==> src/sv/hmlf_pkg.sv <==
// shared types, constants and character helpers for the http length framer
`timescale 1ns / 1ps
package hmlf_pkg;

	localparam int LEN_BITS = 32;
	localparam int OUT_BITS = 32;
	localparam int KEY_LEN = 16;
	localparam int KEY_IDX_BITS = $clog2(KEY_LEN);
	localparam int QUEUE_DEPTH = 4;
	localparam int QPTR_BITS = $clog2(QUEUE_DEPTH);

	localparam logic [7:0] CH_CR = 8'h0D;
	localparam logic [7:0] CH_LF = 8'h0A;
	localparam logic [7:0] CH_PLUS = 8'h2B;
	localparam logic [7:0] CH_MINUS = 8'h2D;
	localparam logic [7:0] CH_ZERO = 8'h30;
	localparam logic [7:0] CH_NINE = 8'h39;

	typedef enum logic [2:0] {
		PH_IDLE,
		PH_PREFIX,
		PH_HEADER,
		PH_DONE,
		PH_BAD
	} phase_t;

	typedef enum logic [1:0] {
		KIND_NONE,
		KIND_GET,
		KIND_POST,
		KIND_RESP
	} kind_t;

	typedef enum logic [1:0] {
		VS_PRE,
		VS_DIGITS,
		VS_END
	} value_stage_t;

	typedef enum logic [1:0] {
		ST_INCOMPLETE,
		ST_COMPLETE,
		ST_NOT_HTTP
	} status_t;

	// verdict request handed from the parser to the result stage
	typedef struct packed {
		logic bad;
		logic done;
		logic use_len;
		logic [LEN_BITS-1:0] body_len;
		logic [LEN_BITS-1:0] byte_count;
		logic [LEN_BITS-1:0] header_len;
	} verdict_req_t;

	function automatic logic [7:0] prefix_char(input kind_t kind, input logic [2:0] pos);
		logic [7:0] ch;
		ch = 8'h00;
		case (kind)
			KIND_GET: begin
				case (pos)
					3'd0: ch = "G";
					3'd1: ch = "E";
					3'd2: ch = "T";
					3'd3: ch = " ";
					default: ch = 8'h00;
				endcase
			end
			KIND_POST: begin
				case (pos)
					3'd0: ch = "P";
					3'd1: ch = "O";
					3'd2: ch = "S";
					3'd3: ch = "T";
					3'd4: ch = " ";
					default: ch = 8'h00;
				endcase
			end
			KIND_RESP: begin
				case (pos)
					3'd0: ch = "H";
					3'd1: ch = "T";
					3'd2: ch = "T";
					3'd3: ch = "P";
					3'd4: ch = "/";
					default: ch = 8'h00;
				endcase
			end
			default: ch = 8'h00;
		endcase
		return ch;
	endfunction

	function automatic logic [2:0] prefix_len(input kind_t kind);
		return (kind == KIND_GET) ? 3'd4 : 3'd5;
	endfunction

	function automatic logic [7:0] key_char(input logic [KEY_IDX_BITS-1:0] idx);
		logic [7:0] ch;
		case (idx)
			4'd0: ch = "C";
			4'd1: ch = "o";
			4'd2: ch = "n";
			4'd3: ch = "t";
			4'd4: ch = "e";
			4'd5: ch = "n";
			4'd6: ch = "t";
			4'd7: ch = "-";
			4'd8: ch = "L";
			4'd9: ch = "e";
			4'd10: ch = "n";
			4'd11: ch = "g";
			4'd12: ch = "t";
			4'd13: ch = "h";
			4'd14: ch = ":";
			4'd15: ch = " ";
			default: ch = 8'h00;
		endcase
		return ch;
	endfunction

	function automatic logic is_space(input logic [7:0] c);
		return (c == 8'h20) || (c == 8'h09) || (c == 8'h0A) || (c == 8'h0B) ||
			(c == 8'h0C) || (c == 8'h0D);
	endfunction

	// saturate a length onto the output width
	function automatic logic [OUT_BITS-1:0] clip_out(input logic [LEN_BITS-1:0] v);
		logic [LEN_BITS+OUT_BITS-1:0] w;
		logic [LEN_BITS+OUT_BITS-1:0] lim;
		w = {{OUT_BITS{1'b0}}, v};
		lim = {{LEN_BITS{1'b0}}, {OUT_BITS{1'b1}}};
		return (w > lim) ? {OUT_BITS{1'b1}} : w[OUT_BITS-1:0];
	endfunction

endpackage

==> src/sv/hmlf_front.sv <==
// byte parser: prefix check, header end search, content-length key and value
`timescale 1ns / 1ps
module hmlf_front (
	input  logic                  clk,
	input  logic                  arst_n,
	input  logic                  take,
	input  logic [7:0]            data_byte,
	input  logic                  start_of_message,
	input  logic                  end_of_data,
	output logic                  req_valid,
	output hmlf_pkg::verdict_req_t req
);

	localparam int L = hmlf_pkg::LEN_BITS;
	localparam int KB = hmlf_pkg::KEY_IDX_BITS;

	hmlf_pkg::phase_t       phase_q, phase_d;
	hmlf_pkg::kind_t        kind_q, kind_d;
	hmlf_pkg::value_stage_t vstage_q, vstage_d;
	logic [2:0]    ppos_q, ppos_d;
	logic [1:0]    blank_q, blank_d;
	logic [KB-1:0] key_q, key_d;
	logic          found_q, found_d;
	logic          digits_q, digits_d;
	logic [L-1:0]  acc_q, acc_d;
	logic [L-1:0]  count_q, count_d;
	logic [L-1:0]  hdr_q, hdr_d;

	logic          prev_cr;
	logic          is_digit;
	logic [L+3:0]  acc_x10;
	logic [7:0]    c;

	assign c = data_byte;
	assign is_digit = (c inside {[hmlf_pkg::CH_ZERO:hmlf_pkg::CH_NINE]});
	// acc * 10 + digit, with headroom to spot overflow
	assign acc_x10 = {1'b0, acc_q, 3'b000} + {3'b000, acc_q, 1'b0} +
		{{(L){1'b0}}, c[3:0]};

	always_comb begin
		phase_d = phase_q;
		kind_d = kind_q;
		vstage_d = vstage_q;
		ppos_d = ppos_q;
		blank_d = blank_q;
		key_d = key_q;
		found_d = found_q;
		digits_d = digits_q;
		acc_d = acc_q;
		count_d = count_q;
		hdr_d = hdr_q;
		prev_cr = 1'b0;

		if (start_of_message) begin
			phase_d = hmlf_pkg::PH_PREFIX;
			kind_d = hmlf_pkg::KIND_NONE;
			vstage_d = hmlf_pkg::VS_PRE;
			ppos_d = '0;
			blank_d = '0;
			key_d = '0;
			found_d = 1'b0;
			digits_d = 1'b0;
			acc_d = '0;
			count_d = '0;
			hdr_d = '0;
		end

		if (phase_d != hmlf_pkg::PH_IDLE && phase_d != hmlf_pkg::PH_BAD) begin
			if (count_d != {L{1'b1}})
				count_d = count_d + 1'b1;
			case (phase_d)
				hmlf_pkg::PH_PREFIX: begin
					if (ppos_d == 3'd0) begin
						if (c == "G")
							kind_d = hmlf_pkg::KIND_GET;
						else if (c == "P")
							kind_d = hmlf_pkg::KIND_POST;
						else if (c == "H")
							kind_d = hmlf_pkg::KIND_RESP;
						else
							kind_d = hmlf_pkg::KIND_NONE;
					end
					if (kind_d == hmlf_pkg::KIND_NONE ||
						c != hmlf_pkg::prefix_char(kind_d, ppos_d)) begin
						phase_d = hmlf_pkg::PH_BAD;
					end else begin
						ppos_d = ppos_d + 3'd1;
						if (ppos_d == hmlf_pkg::prefix_len(kind_d))
							phase_d = hmlf_pkg::PH_HEADER;
					end
				end
				hmlf_pkg::PH_HEADER: begin
					prev_cr = (blank_d == 2'd1) || (blank_d == 2'd3);
					if (digits_d) begin
						if (c == hmlf_pkg::CH_LF && prev_cr) begin
							found_d = 1'b1;
							digits_d = 1'b0;
						end else begin
							case (vstage_d)
								hmlf_pkg::VS_PRE: begin
									if (hmlf_pkg::is_space(c)) begin
										vstage_d = hmlf_pkg::VS_PRE;
									end else if (c == hmlf_pkg::CH_PLUS) begin
										vstage_d = hmlf_pkg::VS_DIGITS;
									end else if (c == hmlf_pkg::CH_MINUS) begin
										acc_d = '0;
										vstage_d = hmlf_pkg::VS_END;
									end else if (is_digit) begin
										acc_d = {{(L-4){1'b0}}, c[3:0]};
										vstage_d = hmlf_pkg::VS_DIGITS;
									end else begin
										vstage_d = hmlf_pkg::VS_END;
									end
								end
								hmlf_pkg::VS_DIGITS: begin
									if (is_digit) begin
										if (|acc_x10[L+3:L])
											acc_d = {L{1'b1}};
										else
											acc_d = acc_x10[L-1:0];
									end else begin
										vstage_d = hmlf_pkg::VS_END;
									end
								end
								default: vstage_d = hmlf_pkg::VS_END;
							endcase
						end
					end else if (!found_d) begin
						if (c == hmlf_pkg::key_char(key_d)) begin
							if (key_d == KB'(hmlf_pkg::KEY_LEN - 1)) begin
								key_d = '0;
								digits_d = 1'b1;
								acc_d = '0;
								vstage_d = hmlf_pkg::VS_PRE;
							end else begin
								key_d = key_d + 1'b1;
							end
						end else begin
							key_d = (c == "C") ? KB'(1) : KB'(0);
						end
					end

					// blank line tracker, runs on every header byte
					if (blank_d == 2'd3 && c == hmlf_pkg::CH_LF) begin
						blank_d = 2'd0;
						hdr_d = count_d;
						phase_d = hmlf_pkg::PH_DONE;
					end else if ((blank_d == 2'd0 || blank_d == 2'd2) &&
						c == hmlf_pkg::CH_CR) begin
						blank_d = blank_d + 2'd1;
					end else if (blank_d == 2'd1 && c == hmlf_pkg::CH_LF) begin
						blank_d = 2'd2;
					end else begin
						blank_d = (c == hmlf_pkg::CH_CR) ? 2'd1 : 2'd0;
					end
				end
				default: ;
			endcase
		end
	end

	always_ff @(posedge clk or negedge arst_n) begin
		if (!arst_n) begin
			phase_q <= hmlf_pkg::PH_IDLE;
			kind_q <= hmlf_pkg::KIND_NONE;
			vstage_q <= hmlf_pkg::VS_PRE;
			ppos_q <= '0;
			blank_q <= '0;
			key_q <= '0;
			found_q <= 1'b0;
			digits_q <= 1'b0;
			acc_q <= '0;
			count_q <= '0;
			hdr_q <= '0;
		end else if (take) begin
			phase_q <= phase_d;
			kind_q <= kind_d;
			vstage_q <= vstage_d;
			ppos_q <= ppos_d;
			blank_q <= blank_d;
			key_q <= key_d;
			found_q <= found_d;
			digits_q <= digits_d;
			acc_q <= acc_d;
			count_q <= count_d;
			hdr_q <= hdr_d;
		end
	end

	assign req_valid = take & end_of_data;
	assign req.bad = (phase_d == hmlf_pkg::PH_BAD);
	assign req.done = (phase_d == hmlf_pkg::PH_DONE);
	assign req.use_len = (kind_d != hmlf_pkg::KIND_GET) && found_d;
	assign req.body_len = acc_d;
	assign req.byte_count = count_d;
	assign req.header_len = hdr_d;

endmodule

==> src/sv/hmlf_queue.sv <==
// short request queue between the parser and the result stage
`timescale 1ns / 1ps
module hmlf_queue (
	input  logic                  clk,
	input  logic                  arst_n,
	input  logic                  wr_en,
	input  hmlf_pkg::verdict_req_t wr_data,
	input  logic                  rd_en,
	output hmlf_pkg::verdict_req_t rd_data,
	output logic                  full,
	output logic                  empty
);

	localparam int PB = hmlf_pkg::QPTR_BITS;

	hmlf_pkg::verdict_req_t mem_q [hmlf_pkg::QUEUE_DEPTH];
	logic [PB-1:0] wptr_q;
	logic [PB-1:0] rptr_q;
	logic [PB:0]   count_q;

	assign full = (count_q == (PB+1)'(hmlf_pkg::QUEUE_DEPTH));
	assign empty = (count_q == '0);
	assign rd_data = mem_q[rptr_q];

	always_ff @(posedge clk) begin
		if (wr_en)
			mem_q[wptr_q] <= wr_data;
	end

	always_ff @(posedge clk or negedge arst_n) begin
		if (!arst_n) begin
			wptr_q <= '0;
			rptr_q <= '0;
			count_q <= '0;
		end else begin
			if (wr_en)
				wptr_q <= wptr_q + 1'b1;
			if (rd_en)
				rptr_q <= rptr_q + 1'b1;
			case ({wr_en, rd_en})
				2'b10: count_q <= count_q + 1'b1;
				2'b01: count_q <= count_q - 1'b1;
				default: count_q <= count_q;
			endcase
		end
	end

endmodule

==> src/sv/hmlf_back.sv <==
// result stage: total length, completeness check and the output register
`timescale 1ns / 1ps
module hmlf_back (
	input  logic                  clk,
	input  logic                  arst_n,
	input  logic                  req_avail,
	input  hmlf_pkg::verdict_req_t req,
	output logic                  req_take,
	input  logic                  pop,
	output logic                  empty,
	output logic [1:0]            status,
	output logic [31:0]           message_length,
	output logic [31:0]           body_offset,
	output logic [31:0]           body_length
);

	localparam int L = hmlf_pkg::LEN_BITS;

	logic          valid_q;
	logic [1:0]    status_q;
	logic [31:0]   mlen_q;
	logic [31:0]   boff_q;
	logic [31:0]   blen_q;

	logic [L-1:0]  blen;
	logic [L:0]    sum;
	logic [L-1:0]  total;
	hmlf_pkg::status_t st;
	logic [L-1:0]  ml;
	logic [L-1:0]  bo;
	logic [L-1:0]  bl;

	// output register frees up when empty or being taken this cycle
	assign req_take = req_avail && (!valid_q || pop);

	assign blen = req.use_len ? req.body_len : '0;
	assign sum = {1'b0, req.header_len} + {1'b0, blen};
	assign total = sum[L] ? {L{1'b1}} : sum[L-1:0];

	always_comb begin
		st = hmlf_pkg::ST_INCOMPLETE;
		ml = '0;
		bo = '0;
		bl = '0;
		if (req.bad) begin
			st = hmlf_pkg::ST_NOT_HTTP;
		end else if (req.done) begin
			bo = req.use_len ? req.header_len : '0;
			bl = blen;
			if (req.byte_count >= total) begin
				st = hmlf_pkg::ST_COMPLETE;
				ml = total;
			end
		end
	end

	always_ff @(posedge clk or negedge arst_n) begin
		if (!arst_n)
			valid_q <= 1'b0;
		else if (req_take)
			valid_q <= 1'b1;
		else if (pop)
			valid_q <= 1'b0;
	end

	always_ff @(posedge clk) begin
		if (req_take) begin
			status_q <= st;
			mlen_q <= hmlf_pkg::clip_out(ml);
			boff_q <= hmlf_pkg::clip_out(bo);
			blen_q <= hmlf_pkg::clip_out(bl);
		end
	end

	assign empty = !valid_q;
	assign status = status_q;
	assign message_length = mlen_q;
	assign body_offset = boff_q;
	assign body_length = blen_q;

endmodule

==> src/sv/http_message_length_framer_unit.sv <==
// a byte with end_of_data writes a verdict request into the queue, and the output register takes it when free
// throughput: one byte per cycle while the queue is not full, one verdict per cycle while the receiver pops
// a four-entry request queue and the output register let both sides stall on their own
// reset: arst_n clears parser state, queue and the output valid flag; the block waits for a message start
// bytes before the first start_of_message are taken and ignored
`timescale 1ns / 1ps
module http_message_length_framer_unit (
	input  logic        clk,
	input  logic        arst_n,
	input  logic        push,
	output logic        full,
	input  logic [7:0]  data_byte,
	input  logic        start_of_message,
	input  logic        end_of_data,
	output logic        empty,
	input  logic        pop,
	output logic [1:0]  status,
	output logic [31:0] message_length,
	output logic [31:0] body_offset,
	output logic [31:0] body_length
);

	logic                   take;
	logic                   req_valid;
	hmlf_pkg::verdict_req_t req_in;
	hmlf_pkg::verdict_req_t req_out;
	logic                   q_full;
	logic                   q_empty;
	logic                   req_take;

	assign full = q_full;
	assign take = push && !q_full;

	hmlf_front u_front (
		.clk              (clk),
		.arst_n           (arst_n),
		.take             (take),
		.data_byte        (data_byte),
		.start_of_message (start_of_message),
		.end_of_data      (end_of_data),
		.req_valid        (req_valid),
		.req              (req_in)
	);

	hmlf_queue u_queue (
		.clk     (clk),
		.arst_n  (arst_n),
		.wr_en   (req_valid),
		.wr_data (req_in),
		.rd_en   (req_take),
		.rd_data (req_out),
		.full    (q_full),
		.empty   (q_empty)
	);

	hmlf_back u_back (
		.clk            (clk),
		.arst_n         (arst_n),
		.req_avail      (!q_empty),
		.req            (req_out),
		.req_take       (req_take),
		.pop            (pop),
		.empty          (empty),
		.status         (status),
		.message_length (message_length),
		.body_offset    (body_offset),
		.body_length    (body_length)
	);

`ifndef ASSERT_OFF
	a_status_code: assert property (@(posedge clk) disable iff (!arst_n)
		!empty |-> (status == hmlf_pkg::ST_INCOMPLETE || status == hmlf_pkg::ST_COMPLETE ||
			status == hmlf_pkg::ST_NOT_HTTP))
		else $error("result carries an undefined status code");

	a_len_only_complete: assert property (@(posedge clk) disable iff (!arst_n)
		(!empty && status != hmlf_pkg::ST_COMPLETE) |-> message_length == '0)
		else $error("message length reported without a complete verdict");

	a_not_http_zero: assert property (@(posedge clk) disable iff (!arst_n)
		(!empty && status == hmlf_pkg::ST_NOT_HTTP) |->
			(body_offset == '0 && body_length == '0))
		else $error("not-http verdict carries body fields");

	a_body_needs_offset: assert property (@(posedge clk) disable iff (!arst_n)
		(!empty && body_length != '0) |-> body_offset != '0)
		else $error("body length reported without a body offset");
`endif

endmodule

==> config.mk <==
export PLATFORM = sky130hd
export DESIGN_NAME = http_message_length_framer_unit
export DESIGN_NICKNAME = d
export VERILOG_FILES = /design/src/sv/hmlf_pkg.sv /design/src/sv/hmlf_front.sv /design/src/sv/hmlf_queue.sv /design/src/sv/hmlf_back.sv /design/src/sv/http_message_length_framer_unit.sv
export SDC_FILE = /design/constraint.sdc
export NUM_CORES = 1
export LEC_CHECK = 0
export BUFFER_PORTS_ARGS = -buffer_cell sky130_fd_sc_hd__buf_2
export CAP_MARGIN = 20
export CELL_PAD_IN_SITES_DETAIL_PLACEMENT = 0
export CELL_PAD_IN_SITES_GLOBAL_PLACEMENT = 1
export CORE_UTILIZATION = 50
export DETAILED_ROUTE_END_ITERATION = 7
export PLACE_DENSITY_LB_ADDON = 0.1
export SYNTH_ARGS = -nofsm -noshare
export SYNTH_HDL_FRONTEND = slang
export SYNTH_HIERARCHICAL = 1
export SYNTH_SLANG_ARGS = --single-unit
==> constraint.sdc <==
create_clock -name clk -period 6.9 [get_ports clk]
set_input_delay 2.07 -clock clk [delete_from_list [all_inputs] [get_ports clk]]
set_output_delay 2.07 -clock clk [all_outputs]
set_load 0.02 [all_outputs]
Word level (Yosys, flattened, before mapping) --
Memories as Yosys holds them, arrays and structs flattened. Cells that the tools add are included.
Word-level totals: register bits 220, latch bits 0, RAM bits 396, memory bits (read-only) 112, bits of input ports 14, output and inout port bits 100, logic and storage cells 214, memories kept 2
Memory list:
- u_queue.mem_q | words 4, bits a word 99, read ports 1, clocked after memory_dff 0, wr ports 1, line hmlf_queue.sv:16 | hmlf_pkg::verdict_req_t mem_q [hmlf_pkg::QUEUE_DEPTH];
- (name not given) | words 16, bits a word 7, read ports 1, clocked after memory_dff 0, wr ports 0, line hmlf_pkg.sv:100 | case (idx)
Operators by class: add/subtract/negate cells 11, multiply operators 0, div/mod/pow operators 0, order comparisons 3, equality and inequality tests 37, shift-type cells 0, muxes and demuxes 103, bitwise gates (word level) 4, reduce and logical (&&, ||, !) cells 34
Operators with widths (count):
- two-way mux 32 bit | 23
- one-hot mux 32 bit (2 select lines) | 1
- two-way mux 2 bit | 29
- one-hot mux 7 bit (4 select lines) | 2
- two-way mux 8 bit | 6
- equality test 8 x 4 -> 1 bit, second input constant | 5
- adder 35 x 33 -> 36 bit | 1
- adder 36 x 4 -> 36 bit | 1
- one-hot mux 7 bit (5 select lines) | 1
- adder 32 x 32 -> 33 bit | 1
- adder 32 x 1 -> 32 bit, second input constant | 1
- equality test 8 x 7 -> 1 bit, second input constant | 4
- greater-or-equal comparator 32 bit | 1
- inequality test 32 bit, second input constant | 1
- two-way mux 4 bit | 7
- two-way mux 3 bit | 9
- equality test 8 x 6 -> 1 bit, second input constant | 3
- one-hot mux 8 bit (3 select lines) | 1
- two-way mux 1 bit | 21
- equality test 3 x 2 -> 1 bit, second input constant | 4
- one-hot mux 3 bit (2 select lines) | 2
- equality test 2 bit, second input constant | 5
- equality test 3 bit, second input constant | 3
- logical AND 1 bit | 9
- 26 further kinds | 51

Logic depth before layout (Yosys ltp) --
Gate-level depths: netlist of the first run.
depth in word-level cells 17, gate-level depth with buffers 26, gate-level depth less buffers 22

Hierarchy --
The synthesis of the first run kept the hierarchy.
Modules (own cells, without submodules):
- hmlf_queue | times used 1, cells an instance 554, area each 14691.6 µm², sequential area each 12066.6 µm²
- hmlf_front | times used 1, cells an instance 1507, area each 11252.0 µm², sequential area each 2852.7 µm²
- hmlf_back | times used 1, cells an instance 624, area each 6597.6 µm², sequential area each 2967.8 µm²
- http_message_length_framer_unit | times used 1, cells an instance 2, area each 17.5 µm², sequential area each 0.0 µm²

Worst setup path before layout of the first run --
Ideal clock, no wire load.
kind input to register, start point input port start_of_message, end point memory u_queue/mem_q[0][87] in the netlist's numbering, data pin, library setup time 269 ps, data arrival time 5886 ps, data required time 6631 ps, slack 745 ps, stages on the path 18, cells stage by stage buf_2 > inv_1 > clkbuf_1 > buf_1 > clkbuf_1 > clkbuf_1 > nand2_1 > ha_1 > nor3_1 > or4_1 > a2111o_1 > nor4_4 > a21o_4 > a31oi_4 > buf_6 > and2_1 > o22ai_1 > nand2_1
RTL lines:
- start, declared | line http_message_length_framer_unit.sv:13 | input logic start_of_message,
- end, declared | line hmlf_queue.sv:16

==> run metrics, run 1 <==
outcome complete, no violations; via count around 23000; RePlAce Congestion 0.898; Clock Path Buffers 3; share of layout cells above drive strength 1 between 10% and 20%; CP Max Fanout 50; pin count of the biggest net entering global routing between 70 and 80; H-tree levels 2; worst-margin pin slew 1.06 ns; Port Buf Inserts ~110; Critical Path Max Stage Delay around 0.7 ns; Die X between 200 and 300 um; Worst-Skew Late Latency around 0.65 ns; final hold vios 0; Post-synth EDFFs 494; Setup CP Type reg2reg; commonest cells after routing, fill and taps aside edfxtp_1, nand2_1, a21oi_1; TritonCTS buffer count 61; Routed Antenna Nets 0; first-pass GRT wire length between 100000 and 150000 um; ys flop type edfxtp_1; hold_buf cts 0; Synth async-reset ratio between 10% and 20%; FP Rows 93; post-detail-place hpwl 64700 um; antenna violations before repair 5; Fmax achieved roughly 160 MHz; die span in y ~260 um; post-CTS sizing 0; vias in the first global route approximately 22000; PwrDens around 430 nW/um2; root buffer selected by CTS clkbuf_16; Cells after Synth 2687; Iter 0 DRT Violations between 2000 and 2500; Max Cap Viol 0; Synth warnings 6; final setup vio count 0; final net count 2932; Vias per Instance slightly above 6; Worst-path clk slew about 0.060 ns; Hold Worst Slack 0.473 ns; Syn Nets approximately 2900; Wirelength per Cell approximately 24 um; Tot GR Track Use 27.0%; Clock Skews about 0.031 ns; element type at the critical path end flip-flop; area grow syn2layout 10.7%; slew margin rel. between 20% and 30%; post-route minimum period around 6.2 ns; Max Transition Viols Final 0; Setup crit start kind flip-flop; crit path DAT 6.70 ns; synth unique cells 94; core box area ~64000 um2; most common cell after layout, fill and taps aside edfxtp_1; sequential area share after synthesis a little over half; Initial Util approximately half; # DRC 0; worst hold path class reg2reg; 1st-pass router iterations 6; Leakage between 10 and 15 nW; setup TNS 0 ns; RSZ-0062 raised after global routing no; Antenna diodes 0; total gr overflow 0; synthesis-stage register bit count between 600 and 700; Period Utilization, post-route about nine tenths; CTS sink count between 600 and 700; TritonCTS clock tree yes; post-CTS setup buffer count 0; maximum VDD drop ~220 uV; die footprint approximately 66000 um2; Critical-path top delay cell dfrtp_4; Avg Inst Size Synth between 10 and 15 um2; Req. time, crit path between 7 and 8 ns; CP Cell Sequence buf_12 -> mux4_2 -> ha_1 -> a21oi_1 -> o21ai_1 -> o21bai_1 -> o211ai_1 -> a2111oi_0 -> o22ai_1 -> xnor2_1 -> nor2_1 -> ha_1 -> nand4_1 -> nor4_1 -> nand2_1 -> nand2_1 -> nor3_1 -> o21ai_0 -> nand2b_1 -> inv_1 -> o21a_1; Mapped Area around 33000 um2; DRT Wirelength ~90000 um; I/O pin cnt 114
[where the power goes]
group / internal [mW] / switching (mW)
clock network: 1.88 / 1.43
logic: 2.59 / 4.66
registers: 4.73 / 0.228
[metal layers]
layer	vias to the layer above	track usage, %	part of all wire [%]
met5	-	0	0.0078
met4	2	6.83	2.5
met3	133	4.76	7.6
met2	832	42.9	47
met1	11200	38.4	43
li1	10300	-	-
[flip-flops by register name, indices dropped and copies added (netlist names)]
register               cells
u_front/kind_q             2
u_back/status              2
u_queue/mem_q            396
u_front/blank_q            2
u_front/hdr_q             32
u_front/digits_q           1
u_back/valid_q             1
u_back/body_length        32
u_front/acc_q             32
u_front/count_q           32
u_front/key_q              4
u_front/found_q            1
u_queue/rptr_q             2
u_queue/wptr_q             2
u_queue/count_q            3
u_back/message_length     32
u_back/body_offset        32
u_front/vstage_q           2
u_front/ppos_q             3
u_front/phase_q            3
[worst max-delay path, delay by kind of cell, from the launching register on]
kind,cells,cell delay (ns)
AND/OR/NAND/NOR,7,1.12
AO/OA/AOI/OAI,8,1.64
XOR/XNOR,1,0.44
buffers and inverters,2,0.65
multiplexers,1,0.68
adder cells (fa/ha/maj),2,0.79
flip-flops,1,0.70
[per-stage QoR]
step	setup slack, ns	util [%]	power [mW]	instances	instance area (um2)
3_3_place_gp	0.642	52.9	12.2	3559	34000
6_report	0.704	56.0	15.5	3676	36000
4_1_cts	0.667	56.0	15.6	3675	36000
2_1_floorplan	0.745	-	10.0	2687	32600
3_5_place_dp	0.694	52.9	12.3	3560	34000
5_1_grt	0.302	56.0	16.3	3676	36000
[cells by family after synthesis]
logic type               synth area share (%)
adder cells (fa/ha/maj)                  5.82
buffers and inverters                    2.89
multiplexers                             7.68
XOR/XNOR                                 2.47
AND/OR/NAND/NOR                          13.0
flip-flops                               54.9
AO/OA/AOI/OAI                            13.2
[path summary, 6_finish.rpt]
kind                                         from                   endpoint  slack, ns  cells after the start
worst min register to register   u_front/hdr_q[1]           u_front/hdr_q[1]       0.47                      2
worst max-delay path            u_queue/rptr_q[0]  u_back/message_length[30]       0.70                     21
max in group asynchronous                  arst_n          u_front/acc_q[25]       4.35                      2
min in group asynchronous                  arst_n             u_back/valid_q       1.39                      1
worst min-delay path             u_front/hdr_q[1]           u_front/hdr_q[1]       0.47                      2
worst max register to register  u_queue/rptr_q[0]  u_back/message_length[30]       0.70                     21
[cell usage after synthesis (12+ instances only)]
library cell	number	area [um2]
nor2_1	176	661
o22ai_1	20	125
xor2_1	44	385
dfrtp_1	122	3050
and2_1	118	738
xnor2_1	48	420
nand2_1	261	980
nor2b_1	25	156
clkbuf_1	103	387
o21a_1	17	128
a21oi_1	182	911
mux4_2	99	2230
nand3_1	60	300
ha_1	145	1810
o211ai_1	23	173
a211oi_1	15	113
a22oi_1	18	135
nand2b_1	17	106
a21o_1	58	435
and3_1	27	169
o21ai_0	158	791
a22o_1	28	245
nor2_4	21	236
buf_6	12	135
buf_2	22	110
edfxtp_1	494	14800
inv_1	57	214
nand4_1	33	206
mux2_2	16	180
a31oi_1	21	131
nor3_1	36	180
[cell type report]
| class | instances | area (um2) |
|---|---|---|
| clock buffer | 79 | 1650 |
| clock inverter | 36 | 344 |
| fill | 5366 | 28300 |
| inverter | 59 | 221 |
| multi-input combinational | 1862 | 13800 |
| sequential | 616 | 17900 |
| tap | 855 | 1070 |
| timing repair buffer | 169 | 1090 |
Power figures use the tool's default switching activity.
==> inputs of run 2 (changes only) <==
- CELL_PAD_IN_SITES_DETAIL_PLACEMENT: 0 -> not set
- CELL_PAD_IN_SITES_GLOBAL_PLACEMENT: 1 -> not set
- PLACE_DENSITY: not set -> 0.66
- PLACE_DENSITY_LB_ADDON: 0.1 -> not set
==> run 2 against run 1 <==
Against the previous run:
- critical path depth fell by 2
- core utilization fell by 0.064 points
- sequential power barely moved
- worst hold slack better by 0.0088 ns
- setup slack got worse by 0.049 ns
- global-route usage decreased by 0.46 points
- wire length decreased by 1.5%
- flip-flop and latch count did not move
- sequential share of layout area rose by 0.057 points
- non-clock buffer count is 10 lower
==> run metrics, run 2 (synthesized netlist as in run 1, its figures left out) <==
Routed Antenna Nets 0 (unchanged); final net count 2921 (was 2932); post-route minimum period 6.24 ns (was 6.20 ns); crit path DAT 6.61 ns (was 6.70 ns); H-tree levels 2 (unchanged); FP Rows 93 (unchanged); pin count of the biggest net entering global routing 63 (was 73); Worst-Skew Late Latency 0.63 ns (was 0.65 ns); I/O pin cnt 114 (unchanged); area grow syn2layout 10.5% (was 10.7%); DRT Wirelength 88400 um (was 89800 um); # DRC 0 (unchanged); FILL cells 5277 (was 5366); Multi-input gate area 13800 um2 (unchanged); Clock Path Buffers 3 (unchanged); hold_buf cts 0 (unchanged); WL met2 42000 um (was 41900 um); TritonCTS buffer count 60 (was 61); Max Transition Viols Final 0 (unchanged); via count 22800 (was 22500); Hold Worst Slack 0.482 ns (was 0.473 ns); DR WL met3 6280 um (was 6790 um); final hold vios 0 (unchanged); RePlAce Congestion 0.929 (was 0.898); most common cell after layout, fill and taps aside edfxtp_1 (unchanged); Leakage 13.9 nW (was 14.0 nW); antenna violations before repair 2 (was 5); setup TNS 0 ns (unchanged); total gr overflow 0 (unchanged); Initial Util 50.6% (unchanged); slew margin rel. 24.3% (was 28.9%); share of layout cells above drive strength 1 15.6% (was 15.8%); Reg with most FFs u_queue/mem_q (unchanged); WL met1 37900 um (was 38900 um); Wirelength per Cell 24.1 um (was 24.4 um); 1st-pass router iterations 6 (unchanged); Iter 0 DRT Violations 2175 (was 2221); core box area 64300 um2 (unchanged); Setup CP Type reg2reg (unchanged); die span in y 257 um (unchanged); max reg flops 396 (unchanged); Worst-path clk slew 0.06 ns (about the same); CP Max Fanout 32 (was 50); post-CTS sizing 0 (unchanged); Period Utilization, post-route 90.5% (was 89.8%); Req. time, crit path 7.27 ns (was 7.41 ns); final setup vio count 0 (unchanged); Placed Area 33900 um2 (was 34000 um2); Clock Skews 0.0368 ns (was 0.0313 ns); worst hold path class reg2reg (unchanged); Max Cap Viol 0 (unchanged); max layer used met4 (was met5); Port Buf Inserts 113 (unchanged); RSZ-0062 raised after global routing no (unchanged); die footprint 66100 um2 (unchanged); Total Power 15.6 mW (was 15.5 mW); Tot GR Track Use 26.5% (was 27.0%); root buffer selected by CTS clkbuf_16 (unchanged); Vias per Instance 6.23 (was 6.12); CTS sink count 616 (unchanged); first-pass GRT wire length 134000 um (was 135000 um); outcome complete, no violations (unchanged); maximum VDD drop 232 uV (was 223 uV); TritonCTS clock tree yes (unchanged); vias in the first global route 21900 (was 21700); register area 17900 um2 (unchanged); Die X 257 um (unchanged); PwrDens 433 nW/um2 (was 431 nW/um2); post-route cell area 36000 um2 (about the same); Setup crit start kind flip-flop (unchanged); post-detail-place hpwl 62800 um (was 64700 um); worst-margin pin slew 1.12 ns (was 1.06 ns); Fmax achieved 160 MHz (was 161 MHz); element type at the critical path end flip-flop (unchanged); commonest cells after routing, fill and taps aside edfxtp_1, nand2_1, a21oi_1 (unchanged); post-CTS setup buffer count 0 (unchanged)
-- run 2: cell types whose count changed in the layout (fill, tap and decap cells not counted), sizes merged --
cell,change
inv,-1
diode,+1
bufinv,+4
buf,-9
clkbuf,-7
clkinvlp,+3
clkinv,-2
-- run 2: final cells by class --
type,count,area share [%]
inverters,59,0.615
diodes,1,0.00695
well taps,855,2.97
flip-flops and latches,616,49.7
clock buffers,73,4.39
clock inverters,40,1.28
multi-input cells,1862,38.2
repair buffers,159,2.76
-- run 2: through the flow --
stage,cells,utilization [%],worst slack (ns)
after global routing,3664,55.9,0.278
final,3665,55.9,0.656
after floorplan,2687,-,0.745
after global placement,3550,52.7,0.711
after CTS,3663,55.9,0.621
after detailed placement,3550,52.7,0.607
-- run 2: layer usage --
layer	vias to the layer above	GRT usage [%]
li1	10300	-
met1	11500	37.7
met2	910	42.9
met3	135	3.60
met4	0	7.13
met5	-	0
-- run 2: path summary, 6_finish.rpt --
check                           cells past startpoint         startpoint  slack (ns)                         to
worst max-delay path                               19  u_queue/rptr_q[0]        0.66  u_back/message_length[11]
worst min-delay path                                2   u_front/hdr_q[1]        0.48           u_front/hdr_q[1]
worst max register to register                     19  u_queue/rptr_q[0]        0.66  u_back/message_length[11]
worst min register to register                      2   u_front/hdr_q[1]        0.48           u_front/hdr_q[1]
max in group asynchronous                           2             arst_n        4.21          u_queue/rptr_q[0]
min in group asynchronous                           1             arst_n        1.54             u_back/valid_q
-- run 2: report_power, final --
| group | switching (mW) | internal (mW) |
|---|---|---|
| Combinational | 4.64 | 2.59 |
| Sequential | 0.198 | 4.73 |
| Clock | 1.43 | 1.97 |
| Total | 6.27 | 9.30 |
-- run 2: worst max-delay path, cell delays in order (launching register included) --
cell,delay [ns]
dfrtp_4,0.56
buf_12,0.29
buf_4,0.20
mux4_2,0.54
and2_1,0.20
ha_1,0.41
nand4_1,0.20
nor4_2,0.45
a211oi_4,0.13
nor2_4,0.60
buf_4,0.36
nor2_4,0.07
ha_1,0.30
and3_1,0.20
a2111o_1,0.41
a31oi_1,0.27
o21ai_0,0.19
nand2b_1,0.13
buf_4,0.30
nor2_1,0.10
